### src/hw/rtl/gsp_mul.sv
// ----------------------------------------------------------------------------
// gsp_mul
// Shared 32x32 unsigned multiplier with registered product.
// ----------------------------------------------------------------------------
`default_nettype none
module gsp_mul (
  input  wire logic        clk,
  input  wire logic [31:0] a,
  input  wire logic [31:0] b,
  output logic      [63:0] prod
);
  always_ff @(posedge clk) begin
    prod <= {32'd0, a} * {32'd0, b};
  end
endmodule
`default_nettype wire

### config.mk
export PLATFORM = sky130hd
export DESIGN_NAME = gsp_mul
export DESIGN_NICKNAME = d
export VERILOG_FILES = /design/src/hw/rtl/gsp_mul.sv
export SDC_FILE = /design/constraint.sdc
export NUM_CORES = 2
export LEC_CHECK = 0
export ABC_AREA = 1
export BUFFER_PORTS_ARGS = -buffer_cell sky130_fd_sc_hd__buf_2
export CAP_MARGIN = 40
export CORE_ASPECT_RATIO = 1.25
export CORE_MARGIN = 2
export CORE_UTILIZATION = 34
export DETAILED_ROUTE_END_ITERATION = 10
export PLACE_DENSITY_LB_ADDON = 0.05
export SLEW_MARGIN = 20
export SYNTH_ARGS = -nofsm -noshare
export SYNTH_HDL_FRONTEND = slang
export SYNTH_SLANG_ARGS = --single-unit
### constraint.sdc
create_clock -name clk -period 6.65 [get_ports clk]
set_input_delay 0 -clock clk [delete_from_list [all_inputs] [get_ports clk]]
set_output_delay 0 -clock clk [all_outputs]
set_load 0.02 [all_outputs]
### Word level (Yosys, flattened, before mapping)

Cells that the tools add are included.
W data, S select, Z words.

| storage, ports and cells | value |
|---|---|
| bits in read-only memories | 0 |
| register bits after elaboration | 64 |
| output and inout port bits | 64 |
| memories | 0 |
| latch bits | 0 |
| input bits | 65 |
| bits in writable memories | 0 |

| cells by class | value |
|---|---|
| reductions and logical operators | 0 |
| bitwise logic cells | 0 |
| div/mod/pow operators | 0 |
| magnitude comparators | 0 |
| multiplexer cells | 0 |
| shift operators | 0 |
| add/sub/neg operators | 0 |
| equality and inequality tests | 0 |
| multipliers | 1 |

Operators by type and width:

| kind | count |
|---|---|
| $mul A32 B32 Y64 | 1 |

### Longest topological paths before layout

| logic depth | value |
|---|---|
| depth after elaboration | 1 |
| mapped depth | 30 |
| gate-level depth less buffers | 29 |

### Worst setup path after synthesis

Ideal clock, no wire load.

| timing path | value |
|---|---|
| path kind | input port to flip-flop |
| start point | input port a[25] |
| end point | register prod[60] |
| path slack | 0.836 ns |
| setup time | 0.112 ns |
| stages | 26 |
| required time | 6.538 ns |
| data arrival time | 5.702 ns |
| cells stage by stage | clkbuf_1 -> nand2_1 -> fa_1 -> inv_1 -> fa_1 -> inv_1 -> fa_1 -> inv_1 -> fa_1 -> fa_1 -> fa_1 -> fa_1 -> inv_1 -> fa_1 -> inv_1 -> ha_1 -> nand2_1 -> nand2_1 -> a21oi_1 -> nand2_1 -> nand2_1 -> nand2_1 -> a21oi_1 -> nand2_1 -> nand2_1 -> nand2_1 |

| on the way | value |
|---|---|
| cells in the longest elaborated chain, start to end | 1 |

Ends and longest elaborated chain:

| what | line | RTL |
|---|---|---|
| start, declared | 8 | `input wire logic [31:0] a,` |
| $mul A32 B32 Y64 | 13 | `prod <= {32'd0, a} * {32'd0, b};` |
| end signal, assigned | 13 |  |
| end, declared | 10 | `output logic [63:0] prod` |

Every way passes these cells.

### Final worst setup path

| timing path | value |
|---|---|
| start point | input port b[13] |
| end point | register prod[50] |

| on the way | value |
|---|---|
| cells in the longest elaborated chain, start to end | 1 |

Ends and longest elaborated chain:

| what | line | RTL |
|---|---|---|
| start, declared | 9 | `input wire logic [31:0] b,` |
| $mul A32 B32 Y64 | 13 |  |

Every way passes these cells.

==> results.md <==
- Status: finished, final reports clean
- Area grow syn2layout: 11.2%
- Cells after synthesis: ~5000
- RSZ-0062 raised after global routing: false
- CP Data Required Time: 6.91 ns
- Gr usage total: 0.219
- Post-Syn Area: between 30000 and 40000 µm²
- First-pass GRT wire length: roughly 190000 µm
- Antenna Violating Nets Remaining: 0
- Clk sinks: 64
- Yosys top cell area share: 0.480
- Longest Clk Path Bufs: 2
- Max reg flops: 64
- Maxcap violations: 0
- H-tree depth: 3
- Fmax: about 160 MHz
- Crit Path Class: input pin to flop
- Register area share after synthesis: 0.0343
- Buffer count from post-CTS setup fixing: 0
- DRT iter0 DRCs: around 1400
- Setup slack after layout: 0.352 ns
- Initial antenna violation count: 4
- Gr ovfl total: 0
- Max-slew violations: 0
- Crit path top cell by count: fa_1
- Syn_nets: ~6200
- Most common cell after layout, fill and taps aside: inv_1
- Hold Startpoint: a[0]
- Syn_area_per_cell: roughly 7.4 µm²
- Worst Hold Path EP: prod[0]
- Hold Crit Class: input pin to flop
- Hold slack: ~0.33 ns
- Filler cells: roughly 12000
- Relative slew margins: 0.611
- Core Rows: roughly 140
- Fin crit share: 0.947
- Residual DRC count: 0
- Top Ports: between 100 and 150
- Fin cells: around 6700
- Vias/cell: approximately 4.4
- Tmin final: ~6.3 ns
- Setup crit start kind: input pin
- DR vias: around 29000
- First drt pass iteration count: 6
- Worst-path clk slew: approximately 0.060 ns
- Nets: 6437
- Worst-margin pin slew: 0.583 ns
- Die ar.: ~110000 µm²
- CP max stage cell: fa_1
- Max stage delay on crit path: just under 0.6 ns
- Synth area leaders: fa_1, inv_1, nand2_1
- Placed insts: roughly 6700
- Vias in the first global route: between 30000 and 40000
- Die Y: ~370 µm
- Initial Utilization: 0.341
- Die outline width: about 300 µm
- Setup TNS: 0 ns
- WP data arrival: 6.56 ns
- CTS Buf Count: 9
- Share of cells above drive strength 1: 0.0859
- CTS tree: built
- Most flops, register: prod
- Final Hold Fails: 0
- Final setup violation count: 0
- Cell variety after synth: 23
- Synthesis-stage register bit count: 64
- Leading area contributor after synthesis: fa_1
- Commonest cells after routing, fill and taps aside: inv_1, nand2_1, fa_1, ha_1, buf_4
- DR WL/cell: 17.7 µm
- Root Buffer Master: clkbuf_16
- Crit end category: flop
- Area of the multi-input gates: about 29000 µm²
- Hold path depth: 4
- GPL Wtd Cong: 0.851
- Core box area: about 110000 µm²
- DRT Wirelength: around 120000 µm
- Detailed-placement wirelength estimate: 105000 µm
- Ys Warns: 0
- Crit-path cells: buf_2 > buf_4 > nand2_1 > fa_1 > fa_1 > fa_1 > fa_1 > inv_1 > fa_1 > fa_1 > fa_1 > inv_1 > fa_1 > inv_1 > ha_1 > nand2_1 > nand2_1 > a21oi_1 > buf_4 > o21bai_1 > a21oi_1 > nand3_1 > nand2_1 > nand2_1
- CP Max Fanout: 16
- Storage cell area: about 1300 µm²
- Biggest regs: prod x64
- Pre-CTS WS: -0.164 ns
- Largest net degree at the start of global routing: 29
- Port Buffer Count: 128
==> Yosys cell counts (all sizes together) <==
library cell and number:
nand3 65, a21oi 43, xor2 33, ha 263, inv 1735, xnor2 2, dfxtp 64, fa 896
nor3 18, o21ai 2, nand4 16, nor2 101, clkbuf 192, nand2 1581, o21bai 12
==> kinds of logic (layout without fill, tap and decap cells) <==
group	count (synthesis)	in the layout	synth area share
AO/OA/AOI/OAI	57	57	0.00853
XOR/XNOR	35	35	0.00820
adder cells (fa/ha/maj)	1159	1159	0.568
buffers and inverters	1927	2121	0.193
flip-flops	64	64	0.0343
other	0	1	0
AND/OR/NAND/NOR	1781	1781	0.188
==> repair_timing <==
item	4_1_cts	5_1_grt
gates resized for setup	0	1
hold buffers	0	0
endpoints found under the setup margin	0	7
==> worst max-delay path by stage <==
stage / from / end / slack, ns
after floorplan: a[25] / prod[60] / 0.84
after global routing: a[16] / prod[50] / 0.003
after detailed placement: b[8] / prod[50] / -0.16
after global placement: b[8] / prod[50] / -0.15
final: b[13] / prod[50] / 0.35
after CTS: b[8] / prod[50] / 0.18
==> area by class of cell <==
class                      instances  share of cell area
clock inverter                     4            0.000541
timing repair buffer             371              0.0683
multi-input combinational       3032               0.694
clock buffer                      11             0.00560
tap                             1449              0.0436
sequential                        64              0.0308
antenna                            1           0.0000602
inverter                        1735               0.157
==> worst max-delay path, delay by kind of cell <==
family                   cells  cell delay (ns)
adder cells (fa/ha/maj)      9             4.42
buffers and inverters        6             1.05
AO/OA/AOI/OAI                3             0.54
AND/OR/NAND/NOR              6             0.52
==> stage by stage <==
step,util,area [µm²]
6_report,0.380,41600
5_1_grt,0.380,41600
4_1_cts,0.380,41600
3_5_place_dp,0.377,41300
3_3_place_gp,0.377,41300
2_1_floorplan,-,37400
==> metal layers <==
metal | track usage | vias to the layer above | wire length (µm) | part of all wire
li1 | - | 14000 | - | -
met1 | 0.291 | 14900 | 52000 | 0.44
met2 | 0.396 | 467 | 60300 | 0.51
met3 | 0.0141 | 94 | 3510 | 0.030
met4 | 0.0380 | 2 | 2180 | 0.019
met5 | 0 | - | 13 | 0.00011
Power is not shown: default switching activity piles up to over one toggle a cycle in this logic, so the estimate is an artifact.
