**src/hw/rtl/gsp_pkg.sv**
```systemverilog
// ----------------------------------------------------------------------------
// gsp_pkg
// Types and constants shared by the reaction step block.
// ----------------------------------------------------------------------------
`default_nettype none
package gsp_pkg;

  localparam int unsigned CFG_IDX_W = 3;
  localparam int unsigned BIN_W     = 6;

  localparam logic [23:0] LN2_Q24  = 24'd11629080;
  localparam logic [63:0] PROP_CAP = 64'h3FFF_FFFF_FFFF_FFFF;
  localparam logic [31:0] TIME_SAT = 32'hFFFF_FFFF;

  typedef enum logic [CFG_IDX_W-1:0] {
    REG_RATE_A   = 3'd0,
    REG_RATE_B   = 3'd1,
    REG_BIND     = 3'd2,
    REG_DECAY    = 3'd3,
    REG_START_A  = 3'd4,
    REG_START_B  = 3'd5,
    REG_START_C  = 3'd6,
    REG_END_TIME = 3'd7
  } cfg_reg_t;

  typedef struct packed {
    logic busy;
    logic done;
  } div_stat_t;

endpackage
`default_nettype wire

```
**src/hw/rtl/gsp_div.sv**
```systemverilog
// ----------------------------------------------------------------------------
// gsp_div
// Restoring 64/64 unsigned divider, one quotient bit per cycle.
// ----------------------------------------------------------------------------
`default_nettype none
module gsp_div (
  input  wire logic              clk,
  input  wire logic              rst,
  input  wire logic              start,
  input  wire logic [63:0]       dividend,
  input  wire logic [63:0]       divisor,
  output logic      [63:0]       quotient,
  output gsp_pkg::div_stat_t     stat
);
  import gsp_pkg::*;

  logic [64:0] rem;
  logic [63:0] dvs;
  logic [5:0]  cnt;
  logic [64:0] shifted;
  logic        qbit;

  always_comb begin
    shifted = {rem[63:0], quotient[63]};
    qbit    = (shifted >= {1'b0, dvs});
  end

  always_ff @(posedge clk) begin
    if (rst) begin
      stat <= '0;
      cnt  <= '0;
    end else begin
      stat.done <= !start && stat.busy && (cnt == 6'd63);
      if (start) begin
        quotient  <= dividend;
        dvs       <= divisor;
        rem       <= '0;
        cnt       <= '0;
        stat.busy <= 1'b1;
      end else if (stat.busy) begin
        rem      <= qbit ? (shifted - {1'b0, dvs}) : shifted;
        quotient <= {quotient[62:0], qbit};
        cnt      <= cnt + 6'd1;
        if (cnt == 6'd63) begin
          stat.busy <= 1'b0;
        end
      end
    end
  end
endmodule
`default_nettype wire

```
**config.mk**
```make
export PLATFORM = sky130hd
export DESIGN_NAME = gsp_div
export DESIGN_NICKNAME = d
export VERILOG_FILES = /design/src/hw/rtl/gsp_pkg.sv /design/src/hw/rtl/gsp_div.sv
export SDC_FILE = /design/constraint.sdc
export NUM_CORES = 1
export LEC_CHECK = 0
export ABC_AREA = 1
export ABC_CLOCK_PERIOD_IN_PS = 11100
export BUFFER_PORTS_ARGS = -buffer_cell sky130_fd_sc_hd__buf_2
export CORE_MARGIN = 5
export CORE_UTILIZATION = 25
export CTS_BUF_LIST = sky130_fd_sc_hd__clkbuf_4
export DETAILED_ROUTE_END_ITERATION = 10
export MAX_ROUTING_LAYER = met4
export PLACE_DENSITY = 0.42
export SETUP_SLACK_MARGIN = 0.5
export SLEW_MARGIN = 20
export SYNTH_ARGS = -nofsm -noshare
export SYNTH_HDL_FRONTEND = slang
export SYNTH_SLANG_ARGS = --single-unit
```
**constraint.sdc**
```tcl
create_clock -name clk -period 11.1 [get_ports clk]
set_clock_uncertainty 0.05 [all_clocks]
set_input_delay 2.22 -clock clk [delete_from_list [all_inputs] [get_ports clk]]
set_output_delay 2.22 -clock clk [all_outputs]
set_load 0.01 [all_outputs]
```
Yosys cells after proc, flatten, opt, wreduce, memory -nomap -nowiden
Index checks and enable logic that the tools add are counted.
Word-level totals
  register bits after elaboration: 200
  bits of input ports: 131
  output and inout bits: 66
Cells by class
  add/sub/neg operators: 2
  order comparisons: 1
  equality and inequality tests: 1
  multiplexer cells: 7
  bitwise operators: 1
  reduce and logical (&&, ||, !) cells: 7
Operators by type and width (number)
  two-way mux 64 bit: 4
  >= comparator 65 x 64 -> 1 bit: 1
  subtractor 64 bit: 1
  adder 6 x 1 -> 6 bit, second input constant: 1
  equality test 6 bit, second input constant: 1
  AND reduction 2 bit: 2
  two-way mux 1 bit: 3
  logical AND 1 bit: 2
  nonzero test 2 bit: 1
  OR reduction 2 bit: 1
  zero test 1 bit: 1
  inverter 1 bit: 1

Depth between registers and ports, before layout
  depth after elaboration: 4
  mapped depth: 20
  gate-level depth less buffers: 18

Worst setup path before layout
OpenSTA, ideal clock, no wires.
  path type: in2reg
  start: input port start
  end: register quotient[0], enable pin
  library setup time: 0.659 ns
  arrival time: 8.859 ns
  required time: 10.391 ns
  setup slack: 1.533 ns
  stages on the path: 4
  buffers on the path: 2
  cells stage by stage: inv_1 clkbuf_1 clkbuf_1 a21oi_1
Between the ends
  longest elaborated chain between the ends: 2
RTL lines
  start, declared: RTL line gsp_div.sv:9  | input wire logic start,
  nonzero test 2 bit (no source line)
  AND reduction 2 bit (no source line)
  end signal, assigned: RTL line gsp_div.sv:35  | quotient <= dividend;
  end signal, assigned: RTL line gsp_div.sv:42  | quotient <= {quotient[62:0], qbit};
  end, declared: RTL line gsp_div.sv:12  | output logic [63:0] quotient,
Every way passes these cells.
A chain may end at the register's enable or synchronous reset.

Worst setup path after layout
  start: input port start
  end: register rem[42], enable pin
Between the ends
  longest elaborated chain between the ends: 2
RTL lines
  nonzero test 2 bit (no source line)
  AND reduction 2 bit (no source line)
  end signal, assigned: RTL line gsp_div.sv:41  | rem <= qbit ? (shifted - {1'b0, dvs}) : shifted;
  end, declared: RTL line gsp_div.sv:17  | logic [64:0] rem;
Every way passes these cells.

==> report_table.html <==
<table>
<tr><th>Metric</th><th>Value</th></tr>
<tr><th colspan="2">STA</th></tr>
<tr><td>Pin slew with the least headroom to its limit</td><td>991 ps</td></tr>
<tr><td>Peak Freq</td><td>207 MHz</td></tr>
<tr><td>Minimum period implied by the final worst setup slack</td><td>4820 ps</td></tr>
<tr><td>Setup TNS</td><td>0 ps</td></tr>
<tr><td>Relative slew slack</td><td>0.339</td></tr>
<tr><td>Setup violation total in the final timing report</td><td>0</td></tr>
<tr><td>RSZ-0062 raised after global routing</td><td>no</td></tr>
<tr><td>Post-route clock period utilization</td><td>0.435</td></tr>
<tr><td>Hold violation count in the final report</td><td>0</td></tr>
<tr><td>Final Worst Setup Slack</td><td>6280 ps</td></tr>
<tr><td>Max-slew violation total from the final report</td><td>0</td></tr>
<tr><th colspan="2">Routing</th></tr>
<tr><td>Number of nets with antenna violations after routing</td><td>0</td></tr>
<tr><td>Wirelength, routed</td><td>51800 um</td></tr>
<tr><td>Routed wire length per instance</td><td>16.3 um</td></tr>
<tr><td>Via count</td><td>13600</td></tr>
<tr><td>Number of vias per cell after detailed routing</td><td>4.28</td></tr>
<tr><td>First drt pass iteration count</td><td>5</td></tr>
<tr><td>Number of DRC markers after the initial detailed-route iteration</td><td>816</td></tr>
<tr><td>Post-route DRC</td><td>0</td></tr>
<tr><th colspan="2">Clock tree</th></tr>
<tr><td>Clock insertion delay at the later pin of the skew report</td><td>800 ps</td></tr>
<tr><td>Clock tree root driver cell</td><td>clkbuf_4</td></tr>
<tr><td>Largest buffer count on any clock path</td><td>2</td></tr>
<tr><td>Reg clk slew, reported paths</td><td>220 ps</td></tr>
<tr><td>Clock tree from TritonCTS</td><td>built</td></tr>
<tr><td>Clock H-tree levels</td><td>4</td></tr>
<tr><td>Post_cts resized</td><td>0</td></tr>
<tr><td>Hold Buf Count CTS</td><td>0</td></tr>
<tr><td>TritonCTS sink count</td><td>200</td></tr>
<tr><td>Num CTS Buffers</td><td>17</td></tr>
<tr><td>Post-CTS setup-driven buffer insertion count</td><td>0</td></tr>
<tr><th colspan="2">Worst setup path</th></tr>
<tr><td>Reg2Reg Setup Slack</td><td>7300 ps</td></tr>
<tr><td>Worst r2r dst</td><td>rem[5]</td></tr>
<tr><td>WS Path Type</td><td>primary input to register</td></tr>
<tr><td>Critical Path Slowest Stage Cell</td><td>buf_4</td></tr>
<tr><td>Crit path launch type</td><td>primary input</td></tr>
<tr><td>R2r worst-path depth</td><td>13</td></tr>
<tr><td>Crit end category</td><td>register</td></tr>
<tr><td>Worst endpoint data arrival time</td><td>5210 ps</td></tr>
<tr><td>Reg2Reg Launch Point</td><td>rem[51]</td></tr>
<tr><td>CP cell instances</td><td>buf_2, buf_4, inv_4, a21oi_4, buf_4, buf_4</td></tr>
<tr><td>Worst path required time</td><td>11480 ps</td></tr>
<tr><td>Max FO, Critical Path</td><td>67</td></tr>
<tr><td>Setup crit start</td><td>start</td></tr>
<tr><td>Critical path's most frequent cell</td><td>buf_4</td></tr>
<tr><td>Crit-path max cell delay</td><td>680 ps</td></tr>
<tr><td>Number of buffer and inverter instances along the worst setup path</td><td>5</td></tr>
<tr><td>Top cell family by delay on the critical path</td><td>buffers and inverters</td></tr>
<tr><th colspan="2">Final layout</th></tr>
<tr><td>Core utilization of the finished layout</td><td>0.290</td></tr>
<tr><td>Fin nets</td><td>2572</td></tr>
<tr><td>Area Growth Syn to Fin</td><td>15.3%</td></tr>
<tr><td>Proportion of layout cells with a drive suffix above 1</td><td>0.129</td></tr>
<tr><td>Design area</td><td>17000 um2</td></tr>
<tr><th colspan="2">Yosys</th></tr>
<tr><td>Synth Flop Type</td><td>edfxtp_1</td></tr>
<tr><td>Post-synth cell types</td><td>34</td></tr>
<tr><td>Synth Instances</td><td>2191</td></tr>
<tr><td>Number of synthesized flops with an enable pin</td><td>192</td></tr>
<tr><td>Cell taking the most area after synthesis</td><td>edfxtp_1</td></tr>
<tr><td>Post-synth ARST share</td><td>0</td></tr>
<tr><td>Mapped Avg Cell Area</td><td>6.75 um2</td></tr>
<tr><td>Syn nets</td><td>2388</td></tr>
<tr><td>Area fraction of the dominant cell type after synthesis</td><td>0.390</td></tr>
<tr><td>Sequential area share after synthesis</td><td>0.401</td></tr>
<tr><td>Top cells by area in the synthesized netlist</td><td>edfxtp_1 (39%), nand2_1 (24%), inv_1 (11%), ha_1 (5.5%), nor2_1 (5.0%)</td></tr>
<tr><td>Summed instance area of the synthesized netlist</td><td>14800 um2</td></tr>
<tr><td>Commonest cells post-synth</td><td>nand2_1 (950), inv_1 (421), nor2_1 (196)</td></tr>
<tr><td>Yosys reg bits</td><td>200</td></tr>
<tr><td>Syn. warnings</td><td>0</td></tr>
<tr><td>Most instantiated library cell after synthesis</td><td>nand2_1</td></tr>
<tr><th colspan="2">Power and ir drop</th></tr>
<tr><td>Static Leak</td><td>9.15 nW</td></tr>
<tr><td>Power density cells</td><td>133 nW/um2</td></tr>
<tr><td>Peak supply drop</td><td>0.0770 mV</td></tr>
<tr><td>Overall power consumption</td><td>2.26 mW</td></tr>
<tr><th colspan="2">Global routing</th></tr>
<tr><td>Number of antenna violations at the first check in global routing</td><td>12</td></tr>
<tr><td>Maximum number of pins on one net before global-route repair</td><td>97</td></tr>
<tr><td>Wire length of the first global-routing pass</td><td>78900 um</td></tr>
<tr><td>Global-route congestion overflow total</td><td>0</td></tr>
<tr><td>Vias in the first global route</td><td>13600</td></tr>
<tr><td>Global Route Usage Sum</td><td>0.166</td></tr>
<tr><th colspan="2">Floorplanning</th></tr>
<tr><td>Area enclosed by the die boundary</td><td>64100 um2</td></tr>
<tr><td>Vertical die dimension</td><td>253 um</td></tr>
<tr><td>Width of the die</td><td>253 um</td></tr>
<tr><td>Area of the core region</td><td>58800 um2</td></tr>
<tr><td>Initial Utilization</td><td>0.251</td></tr>
<tr><td>I/O Pins</td><td>197</td></tr>
<tr><td>Number of placement rows</td><td>89</td></tr>
<tr><th colspan="2">Run status</th></tr>
<tr><td>Outcome</td><td>complete, no violations</td></tr>
<tr><th colspan="2">Place</th></tr>
<tr><td>Final HPWL DP</td><td>41400 um</td></tr>
<tr><td>Final Wtd Congestion</td><td>1.01</td></tr>
<tr><td>Worst slack, placed</td><td>5300 ps</td></tr>
<tr><td>Number of buffers inserted by port buffering</td><td>196</td></tr>
<tr><td>Placement-stage cell area</td><td>16600 um2</td></tr>
<tr><th colspan="2">Job</th></tr>
<tr><td>Number of maximum-capacitance constraint violations</td><td>0</td></tr>
<tr><th colspan="2">Hold path</th></tr>
<tr><td>Path class of the lowest-slack min-delay path</td><td>register to register</td></tr>
<tr><td>Hold Crit Depth</td><td>2</td></tr>
<tr><td>Launch instance of the worst min-delay path</td><td>cnt[1]</td></tr>
<tr><td>Hold-critical path endpoint</td><td>cnt[1]</td></tr>
</table>
[routing by layer]
layer  GRT usage  vias to the layer above  wire, um  part of all wire
li1            -                     7024         -                 -
met1       0.225                     6193     25400              0.49
met2       0.253                      332     22700              0.44
met3      0.0379                       47      2750             0.053
met4      0.0437                        0       954             0.018
met5           -                        -         0                 0
[worst max-delay path by stage]
| stage | cells past startpoint | slack (ps) | end |
|---|---|---|---|
| detailed placement | 6 | 5300 | rem[42] |
| CTS | 6 | 6280 | quotient[49] |
| global route | 6 | 6060 | rem[43] |
| floorplan | 4 | 1530 | quotient[0] |
| global placement | 6 | 4910 | rem[42] |
| finish | 6 | 6280 | rem[42] |
[logic make-up (layout without fill, tap and decap cells)]
family	after synthesis	after routing	share of synthesized area
adder cells (fa/ha/maj)	66	66	0.0564
XOR/XNOR	31	31	0.0184
AO/OA/AOI/OAI	58	58	0.0201
buffers and inverters	481	678	0.125
flip-flops	200	200	0.401
AND/OR/NAND/NOR	1355	1355	0.379
other	0	14	0
[where the power goes]
group | total, mW | internal [mW] | switching, mW
Clock | 0.494 | 0.126 | 0.368
Sequential | 0.941 | 0.909 | 0.0318
Combinational | 0.825 | 0.261 | 0.565
Total | 2.26 | 1.30 | 0.965
[layout by cell type, fill, tap and decap left out, types with 5 or more instances in the layout]
cell type and n:
nor2_2 40, clkbuf_4 17, xor2_1 30, edfxtp_1 192
inv_2 19, inv_1 420, a21oi_1 46, nand4_1 14
nand3b_1 52, o21ai_0 8, ha_1 65, nor3_1 18
buf_4 7, nand2_1 950, inv_12 5, nand3_1 68
diode_2 14, buf_2 196, nor2_1 195, dfxtp_1 8
[flip-flops by register name (all words and copies together), names as in the netlist]
name and count:
cnt 6, quotient 64, dvs 64, stat 2, rem 64
[worst min-delay path: stages (launching register included)]
cell	delay, ps
dfxtp_1	380
nand2_1	70
a21oi_1	50
[per-stage QoR]
| step | hold WS [ps] | cells |
|---|---|---|
| 2_1_floorplan | 404 | 2191 |
| 3_3_place_gp | 426 | 3128 |
| 3_5_place_dp | 430 | 3129 |
| 4_1_cts | 457 | 3161 |
| 5_1_grt | 488 | 3175 |
| 6_report | 452 | 3175 |
[final cells by class]
| class | instances | area (um2) |
|---|---|---|
| multi-input cells | 1510 | 7020 |
| flip-flops and latches | 200 | 5930 |
| clock inverters | 15 | 235 |
| inverters | 441 | 1660 |
| well taps | 773 | 967 |
| clock buffers | 17 | 128 |
| diodes | 14 | 35.0 |
| repair buffers | 205 | 1070 |
| fillers | 6696 | 41800 |
Power figures use the tool's default switching activity.
